File: src/gesu_pkg.sv
// Shared constants, types and fixed-point helpers for the Gaussian elimination solver.
package gesu_pkg;

	localparam int MAX_EQUATIONS = 16;
	localparam int COLS          = MAX_EQUATIONS + 1;
	localparam int DEPTH         = MAX_EQUATIONS * COLS;
	localparam int ADDR_W        = $clog2(DEPTH);
	localparam int IDX_W         = $clog2(MAX_EQUATIONS);
	localparam int COL_W         = $clog2(MAX_EQUATIONS + 1);
	localparam int EQ_W          = 5;
	localparam int DATA_W        = 32;
	localparam int QUOT_W        = DATA_W + 16;
	localparam int CNT_W         = $clog2(QUOT_W);
	localparam int PIVOT_LIMIT   = 7;

	localparam logic signed [DATA_W-1:0] SMAX = 32'sh7fffffff;
	localparam logic signed [DATA_W-1:0] SMIN = 32'sh80000000;

	// Request and response of the shared divider.
	typedef struct packed {
		logic                     start;
		logic signed [DATA_W-1:0] dividend;
		logic signed [DATA_W-1:0] divisor;
	} div_req_t;

	typedef struct packed {
		logic                     done;
		logic signed [DATA_W-1:0] quot;
	} div_rsp_t;

	// Active system size: zero counts as one, large values clip to the maximum.
	function automatic logic [COL_W-1:0] active_n(input logic [EQ_W-1:0] eq);
		logic [COL_W-1:0] n;
		if (eq == '0) begin
			n = COL_W'(1);
		end else if (int'(eq) > MAX_EQUATIONS) begin
			n = COL_W'(MAX_EQUATIONS);
		end else begin
			n = COL_W'(eq);
		end
		return n;
	endfunction

	// Store address of one matrix entry.
	function automatic logic [ADDR_W-1:0] cell_addr(input logic [IDX_W-1:0] r,
			input logic [COL_W-1:0] c);
		return ADDR_W'(int'(r) * COLS + int'(c));
	endfunction

	// Scales a full product back to Q16.16, truncating toward zero, with saturation.
	function automatic logic signed [DATA_W-1:0] qmul_finish(input logic signed [63:0] p);
		logic signed [63:0] t;
		logic signed [DATA_W-1:0] r;
		t = p[63] ? ((p + 64'sd65535) >>> 16) : (p >>> 16);
		if (t > 64'sd2147483647) begin
			r = SMAX;
		end else if (t < -64'sd2147483648) begin
			r = SMIN;
		end else begin
			r = t[DATA_W-1:0];
		end
		return r;
	endfunction

	// Saturating subtraction.
	function automatic logic signed [DATA_W-1:0] qsub(input logic signed [DATA_W-1:0] a,
			input logic signed [DATA_W-1:0] b);
		logic signed [DATA_W:0] d;
		logic signed [DATA_W-1:0] r;
		d = {a[DATA_W-1], a} - {b[DATA_W-1], b};
		if (d[DATA_W] != d[DATA_W-1]) begin
			r = d[DATA_W] ? SMIN : SMAX;
		end else begin
			r = d[DATA_W-1:0];
		end
		return r;
	endfunction

endpackage

File: src/gesu_div.sv
// Iterative Q16.16 divider, one quotient bit a cycle, with saturation.
module gesu_div (
	input  logic                clk,
	input  logic                arst_n,
	input  gesu_pkg::div_req_t  req,
	output gesu_pkg::div_rsp_t  rsp
);
	import gesu_pkg::*;

	logic              busy_q;
	logic              done_q;
	logic [CNT_W-1:0]  cnt_q;
	logic [DATA_W-1:0] rem_q;
	logic [QUOT_W-1:0] dq_q;
	logic [DATA_W-1:0] den_q;
	logic              neg_q;
	logic              apos_q;
	logic              aneg_q;
	logic              bzero_q;
	logic [DATA_W-1:0] ua;
	logic [DATA_W-1:0] ub;
	logic [DATA_W:0]   trial;
	logic              ge;

	// Magnitudes of the operands.
	assign ua = req.dividend[DATA_W-1] ? (~req.dividend + 1'b1) : req.dividend;
	assign ub = req.divisor[DATA_W-1] ? (~req.divisor + 1'b1) : req.divisor;

	// One restoring step.
	assign trial = {rem_q, dq_q[QUOT_W-1]};
	assign ge    = trial >= {1'b0, den_q};

	// Control of the iteration.
	always_ff @(posedge clk or negedge arst_n) begin
		if (!arst_n) begin
			busy_q <= 1'b0;
			done_q <= 1'b0;
			cnt_q  <= '0;
		end else begin
			done_q <= 1'b0;
			if (req.start) begin
				busy_q <= 1'b1;
				cnt_q  <= CNT_W'(QUOT_W - 1);
			end else if (busy_q) begin
				if (cnt_q == '0) begin
					busy_q <= 1'b0;
					done_q <= 1'b1;
				end else begin
					cnt_q <= cnt_q - 1'b1;
				end
			end
		end
	end

	// Datapath of the iteration.
	always_ff @(posedge clk) begin
		if (req.start) begin
			rem_q   <= '0;
			dq_q    <= {ua, 16'h0000};
			den_q   <= ub;
			neg_q   <= req.dividend[DATA_W-1] ^ req.divisor[DATA_W-1];
			apos_q  <= !req.dividend[DATA_W-1] && (req.dividend != '0);
			aneg_q  <= req.dividend[DATA_W-1];
			bzero_q <= req.divisor == '0;
		end else if (busy_q) begin
			rem_q <= ge ? DATA_W'(trial - {1'b0, den_q}) : trial[DATA_W-1:0];
			dq_q  <= {dq_q[QUOT_W-2:0], ge};
		end
	end

	// Sign and saturation of the finished quotient.
	always_comb begin
		rsp.done = done_q;
		if (bzero_q) begin
			rsp.quot = apos_q ? SMAX : (aneg_q ? SMIN : '0);
		end else if (neg_q) begin
			rsp.quot = (dq_q > QUOT_W'(48'h0000_8000_0000)) ? SMIN : DATA_W'(~dq_q + 1'b1);
		end else begin
			rsp.quot = (dq_q > QUOT_W'(48'h0000_7fff_ffff)) ? SMAX : dq_q[DATA_W-1:0];
		end
	end

endmodule

File: config.mk
export PLATFORM = sky130hd
export DESIGN_NAME = gesu_div
export DESIGN_NICKNAME = d
export VERILOG_FILES = /design/src/gesu_pkg.sv /design/src/gesu_div.sv
export SDC_FILE = /design/constraint.sdc
export NUM_CORES = 1
export LEC_CHECK = 0
export ABC_AREA = 1
export BUFFER_PORTS_ARGS = -buffer_cell sky130_fd_sc_hd__buf_4
export CAP_MARGIN = 20
export CORE_MARGIN = 4
export CORE_UTILIZATION = 45
export DETAILED_ROUTE_END_ITERATION = 8
export PLACE_DENSITY = 0.74
export SYNTH_ARGS = -nofsm -noshare
export SYNTH_HDL_FRONTEND = slang
export SYNTH_SLANG_ARGS = --single-unit
File: constraint.sdc
create_clock -name clk -period 2.9 [get_ports clk]
set_input_delay 0.435 -clock clk [delete_from_list [all_inputs] [get_ports clk]]
set_output_delay 0.435 -clock clk [all_outputs]
set_load 0.02 [all_outputs]
==> results of run 1 <==
## routing by layer
metal / share of wire / routed length [um] / GRT usage
met1: 0.48 / 16150 / 0.3730
met2: 0.43 / 14410 / 0.3730
met3: 0.067 / 2251 / 0.03735
met4: 0.022 / 731 / 0.08006
met5: 0 / 0 / 0
## flip-flops by register name (all words and copies together) (netlist names), 6 cells and up
name and cells:
cnt_q 6, den_q 32, dq_q 48, rem_q 32
## final cells by class
| cell class | instances | area [um2] |
|---|---|---|
| repair buffers | 124 | 937.1 |
| clock buffers | 18 | 439.2 |
| multi-input cells | 1259 | 6401 |
| inverters | 289 | 1085 |
| clock inverters | 14 | 192.7 |
| fillers | 2408 | 10890 |
| flip-flops and latches | 124 | 3203 |
| well taps | 319 | 399.1 |
## power groups by stage
stage,Clock [mW],Sequential [mW],Combinational [mW]
after detailed placement,0,2.12,1.32
after global routing,2.43,2.11,1.54
after global placement,0,2.12,1.30
after CTS,2.35,2.09,1.34
after floorplan,0,2.09,0.871
final,2.33,2.09,1.40
## critical path: stages (launching register included)
cell and delay (ns):
edfxtp_1 0.48, buf_4 0.18, nor2_1 0.17, nand2_1 0.15, nor2_2 0.32, nand2_1 0.10, nand2_1 0.09, nand4_1 0.10
a21oi_1 0.18, buf_4 0.17
## how the worst max path moves through the flow
stage               slack [ns]                  to                 start  cells past startpoint
finish                    0.09             rsp[23]    dq_q[18]$_DFFE_PP_                      9
detailed placement        0.30              rsp[4]  dq_q[1]$_SDFFE_PP0P_                     11
global route             -0.05             rsp[23]    dq_q[21]$_DFFE_PP_                     10
floorplan                 0.49  dq_q[16]$_DFFE_PP_               req[64]                      4
global placement          0.37             rsp[22]    dq_q[21]$_DFFE_PP_                     10
CTS                       0.02              rsp[4]  dq_q[0]$_SDFFE_PP0P_                     11
## placed cells by master, fill, tap and decap left out, types with 9 or more instances in the layout
cell type,synthesis,final
nor2_2,9,20
clkbuf_16,0,17
nor3_1,18,18
buf_4,2,122
xor2_1,31,31
nand4_1,44,44
inv_2,4,10
xnor2_1,22,22
dfxtp_1,48,48
o22ai_1,21,21
nand3b_1,28,28
inv_1,284,278
and2_1,9,9
nand3_1,145,145
a21oi_1,99,99
edfxtp_1,68,68
ha_1,37,36
nor2_1,153,139
nand2_1,536,534
o21ai_0,57,57
## stage by stage
stage	std cells	util
floorplan	1717	-
global placement	2099	0.5014
detailed placement	2099	0.5014
CTS	2136	0.5313
global route	2147	0.5376
finish	2147	0.5376
## cells by family (layout without fill, tap and decap cells)
family	Yosys count	after routing	synth area share
AOI/OAI and AO/OA	185	185	0.08988
xor gates and xnor gates	53	53	0.04286
DFF	124	124	0.2957
buffers and inverters	337	445	0.1251
adders and majority gates	38	38	0.04459
and+or+nand+nor	980	983	0.4018
## timing repair
item                                   in CTS  in global routing
hold buffers                                1                  0
endpoints found under the hold margin       8                  0
gates cloned                                2                  1
buffers inserted                            2                 10
resized for setup                           6                 23
pin swaps                                   3                  3
setup endpoints to repair                  32                 32
==> qor.txt, run 1 <==
Worst Skew -> 0.01408 ns
Setup WS post-layout -> 0.08954 ns
RSZ-0062 raised after global routing -> yes
Initial Utilization -> 0.4600
Setup TNS -> 0 ns
Non-Filler Cell Area, Final -> 12660 um2
Worst VDD drop -> 0.0003498 V
total global routing overflow -> 0
Hold Path End -> den_q[0]$_DFFE_PP_
FF+latch count, synth -> 124
DR iter-0 viols -> 941
routability cong. -> 0.9419
switching power total -> 1.853 mW
part of the power in registers -> 0.360
synth top area cells -> edfxtp_1, nand2_1, inv_1, dfxtp_1, nand3_1
Clock Path Buffers -> 2
CTS tree -> done
Post-DP Area -> 11810 um2
DP Worst Slack -> 0.3043 ns
Hold Path Origin -> req[0]
hold_ws -> 0.1954 ns
critical setup path kind -> reg -> out
overall routing resource usage -> 0.2506
Reg clk slew, reported paths -> 0.06 ns
ratio of final minimum period to clock period -> 0.9691
worst slew pin tran -> 0.6725 ns
Leakage -> 6.489 nW
Fmax -> 0.3558 GHz
CTS buffer count -> 17
top_reg_cell synth -> edfxtp_1
Post-synth EDFFs -> 68
share of the synthesized area in the top cell type -> 0.1885
synthesized area -> 10830 um2
initial antenna violation count -> 0
status -> complete, no violations
Synth cell types -> 47
hold depth -> 1
Hold Vio Cnt, Final -> 0
CP Launch Type -> flop
sw frac -> 0.3183
die footprint -> 26610 um2
crit path capture type -> output pin
r2r setup slk -> 0.48 ns
I/O pin cnt -> 100
Max Slew Vio Count -> 0
Synth area leader -> edfxtp_1
largest net degree at the start of global routing -> 57
Site Rows -> 56
Vias -> 11460
Final Power -> 5.821 mW
worst min path class -> in -> reg
Die Y -> 163.1 um
YS warnings -> 0
Final ANT Viol Nets -> 0
Post-synth top cells -> nand2_1, inv_1, nor2_1
Layout Nets -> 1920
Clock Power Share -> 0.399
syn_nets -> 1822
DR pass1 iterations -> 6
Critical R2R Capture -> rem_q[0]$_SDFFE_PP0P_
post-synthesis sequential area ratio -> 0.2957
Pint -> 3.968 mW
setup violators final -> 0
Worst R2R Start -> den_q[30]$_DFFE_PP_
core area -> 23540 um2
Slew HR -> 0.5516
dpl hpwl -> 25.74 mm
via-per-instance ratio -> 5.339
Data required, critical path -> 2.47 ns
number of global-route vias before repair -> 10420
PortBufs -> 99
R2R depth -> 11
htree depth -> 4
first-pass GRT wire length -> 53.54 mm
share of cells above drive strength 1 -> 0.1214
Final min period -> 2.810 ns
final wirelength -> 33.54 mm
pwr/cell area -> 459.9 nW/um2
Worst Path Max Fanout -> 6
# diodes -> 0
worst skew pair latency -> 0.43 ns
cell count after synthesis -> 1717
top-count cell post-synth -> nand2_1
ys async rst share -> 0.06452
maxcap violations -> 0
area delta synth->final -> 16.87%
Die X -> 163.1 um
Comb pwr share -> 0.241
DRC violations left -> 0
CP Data Arrival Time -> 2.38 ns
Clock Root Buffer -> clkbuf_16
syn_area_per_cell -> 6.308 um2
CTS Sinks -> 124
routed length per instance -> 15.62 um
(Power assumes the default switching activity.)
==> run 2: changes to the inputs <==
PLACE_DENSITY = 0.63   (was 0.74)
==> run 2 against run 1 <==
  * Critical path depth rose by 1
  * Fmax fell by 1.5%
  * Final area rose by 0.38%
  * Sequential power barely moved
  * Critical endpoint unchanged
  * Core utilization rose by 0.20 points
  * Final cell count fell by 0.14%
  * Highest routed layer is now met5
  * Routed wire length rose by 1.5%
  * Sequential share of layout area fell by 0.095 points
  * Combinational power barely moved
  * Via count fell by 1.7%
==> qor.txt, run 2 (synthesis results as in run 1) <==
crit path capture type -> output pin (unchanged)
status -> complete, no violations (unchanged)
first-pass GRT wire length -> 54.86 mm (was 53.54 mm)
Site Rows -> 56 (unchanged)
setup violators final -> 0 (unchanged)
I/O pin cnt -> 100 (unchanged)
# diodes -> 0 (unchanged)
Setup WS post-layout -> 0.04797 ns (was 0.08954 ns)
DR iter-0 viols -> 1015 (was 941)
overall routing resource usage -> 0.2588 (was 0.2506)
via-per-instance ratio -> 5.256 (was 5.339)
placed insts -> 2101 (was 2099)
CTS Sinks -> 124 (unchanged)
Fmax -> 0.3506 GHz (was 0.3558 GHz)
DR pass1 iterations -> 5 (was 6)
Initial Utilization -> 0.4600 (unchanged)
Data required, critical path -> 2.47 ns (about the same)
Worst VDD drop -> 0.0003528 V (was 0.0003498 V)
worst min path class -> in -> reg (unchanged)
pwr/cell area -> 452.8 nW/um2 (was 459.9 nW/um2)
area delta synth->final -> 17.31% (was 16.87%)
Worst Path Max Fanout -> 8 (was 6)
worst slew pin tran -> 0.7655 ns (was 0.6725 ns)
CTS buffer count -> 17 (unchanged)
Max Slew Vio Count -> 0 (unchanged)
total global routing overflow -> 0 (unchanged)
CP Launch Type -> flop (unchanged)
Reg clk slew, reported paths -> 0.06 ns (about the same)
Non-Filler Cell Area, Final -> 12700 um2 (was 12660 um2)
Layout Nets -> 1917 (was 1920)
final wirelength -> 34.04 mm (was 33.54 mm)
critical setup path kind -> reg -> out (unchanged)
Finished Layout Cells -> 2144 (was 2147)
Post-DP Area -> 11850 um2 (was 11810 um2)
Worst Skew -> 0.01662 ns (was 0.01408 ns)
hold_ws -> 0.2002 ns (was 0.1954 ns)
htree depth -> 4 (unchanged)
Final ANT Viol Nets -> 0 (unchanged)
Clock Path Buffers -> 2 (unchanged)
CTS tree -> done (unchanged)
core area -> 23540 um2 (unchanged)
Final Power -> 5.753 mW (was 5.821 mW)
RSZ-0062 raised after global routing -> yes (unchanged)
Slew HR -> 0.4843 (was 0.5516)
Hold Vio Cnt, Final -> 0 (unchanged)
Die Y -> 163.1 um (unchanged)
Die X -> 163.1 um (unchanged)
Top Registers -> dq_q (48), den_q (32), rem_q (32) (unchanged)
leading cell type in the layout, fill and taps excluded -> nand2_1 (unchanged)
share of cells above drive strength 1 -> 0.1233 (was 0.1214)
DP Worst Slack -> 0.2268 ns (was 0.3043 ns)
die footprint -> 26610 um2 (unchanged)
PortBufs -> 99 (unchanged)
dpl hpwl -> 26.41 mm (was 25.74 mm)
number of global-route vias before repair -> 10340 (was 10420)
largest register by flop count -> dq_q (unchanged)
maxcap violations -> 0 (unchanged)
Vias -> 11270 (was 11460)
routed length per instance -> 15.88 um (was 15.62 um)
commonest cells after routing, fill and taps aside -> nand2_1, inv_1, nand3_1, nor2_1, buf_4 (unchanged)
worst skew pair latency -> 0.43 ns (about the same)
Leakage -> 6.459 nW (was 6.489 nW)
Final min period -> 2.852 ns (was 2.810 ns)
routability cong. -> 0.9614 (was 0.9419)
max FFs per register -> 48 (unchanged)
CP Data Arrival Time -> 2.42 ns (was 2.38 ns)
Clock Root Buffer -> clkbuf_16 (unchanged)
initial antenna violation count -> 2 (was 0)
DRC violations left -> 0 (unchanged)
ratio of final minimum period to clock period -> 0.9835 (was 0.9691)
largest net degree at the start of global routing -> 54 (was 57)
[run 2: changes by cell type in the layout (fill, tap and decap cells not counted), sizes merged]
cell / previous run / this run
buf: 123 / 120
bufinv: 4 / 2
clkinv: 10 / 5
inv: 289 / 296
[run 2: critical path, stage by stage (launching register included)]
cell	delay, ns
edfxtp_1	0.50
nor2_2	0.19
nand3_2	0.12
nor2_4	0.14
nand3b_1	0.12
nor2_4	0.20
nand2_8	0.14
nand2_8	0.13
nand4_1	0.08
a21oi_1	0.19
buf_4	0.17
[run 2: worst paths after layout]
path,slack (ns),end,cells after the start,startpoint
worst min-delay path,0.20,den_q[0]$_DFFE_PP_,1,req[0]
worst max register to register,0.52,rem_q[0]$_SDFFE_PP0P_,11,den_q[30]$_DFFE_PP_
max in group asynchronous,2.34,cnt_q[5]$_DFFE_PN0P_,2,arst_n
min in group asynchronous,0.41,cnt_q[0]$_DFFE_PN0P_,2,arst_n
worst max-delay path,0.05,rsp[23],10,dq_q[18]$_DFFE_PP_
worst min register to register,0.46,cnt_q[4]$_DFFE_PN0P_,1,cnt_q[4]$_DFFE_PN0P_
[run 2: per-stage QoR]
stage | setup TNS (ns) | utilization
5_1_grt | -0.4851 | 0.5396
3_3_place_gp | 0 | 0.5031
4_1_cts | 0 | 0.5327
3_5_place_dp | 0 | 0.5031
2_1_floorplan | 0 | -
6_report | 0 | 0.5396
[run 2: repair_timing]
item,4_1_cts,5_1_grt
gates cloned,3,0
gates resized for setup,8,34
hold buffers,1,0
buffers inserted,1,6
endpoints found under the hold margin,8,0
pin swaps,3,8
endpoints found under the setup margin,32,32
[run 2: report_power, final]
part	switching, mW	internal, mW	total, mW
clock network	0.919	1.33	2.25
logic	0.924	0.500	1.42
registers	0.0786	2.00	2.08
total	1.92	3.83	5.75
[run 2: cell type report]
class                   count  area (um2)
clock buffers              18       439.2
repair buffers            121       947.2
inverters                 289        1085
multi-input cells        1259        6457
well taps                 319       399.1
flip-flops and latches    124        3203
fillers                  2446       10840
clock inverters            14       173.9
[run 2: routing by layer]
metal	vias up	track usage	wire length, um
met3	44	0.05425	2559
met1	5158	0.4015	17070
met2	353	0.3647	13880
met4	4	0.06062	502
li1	5709	-	-
met5	-	0	27
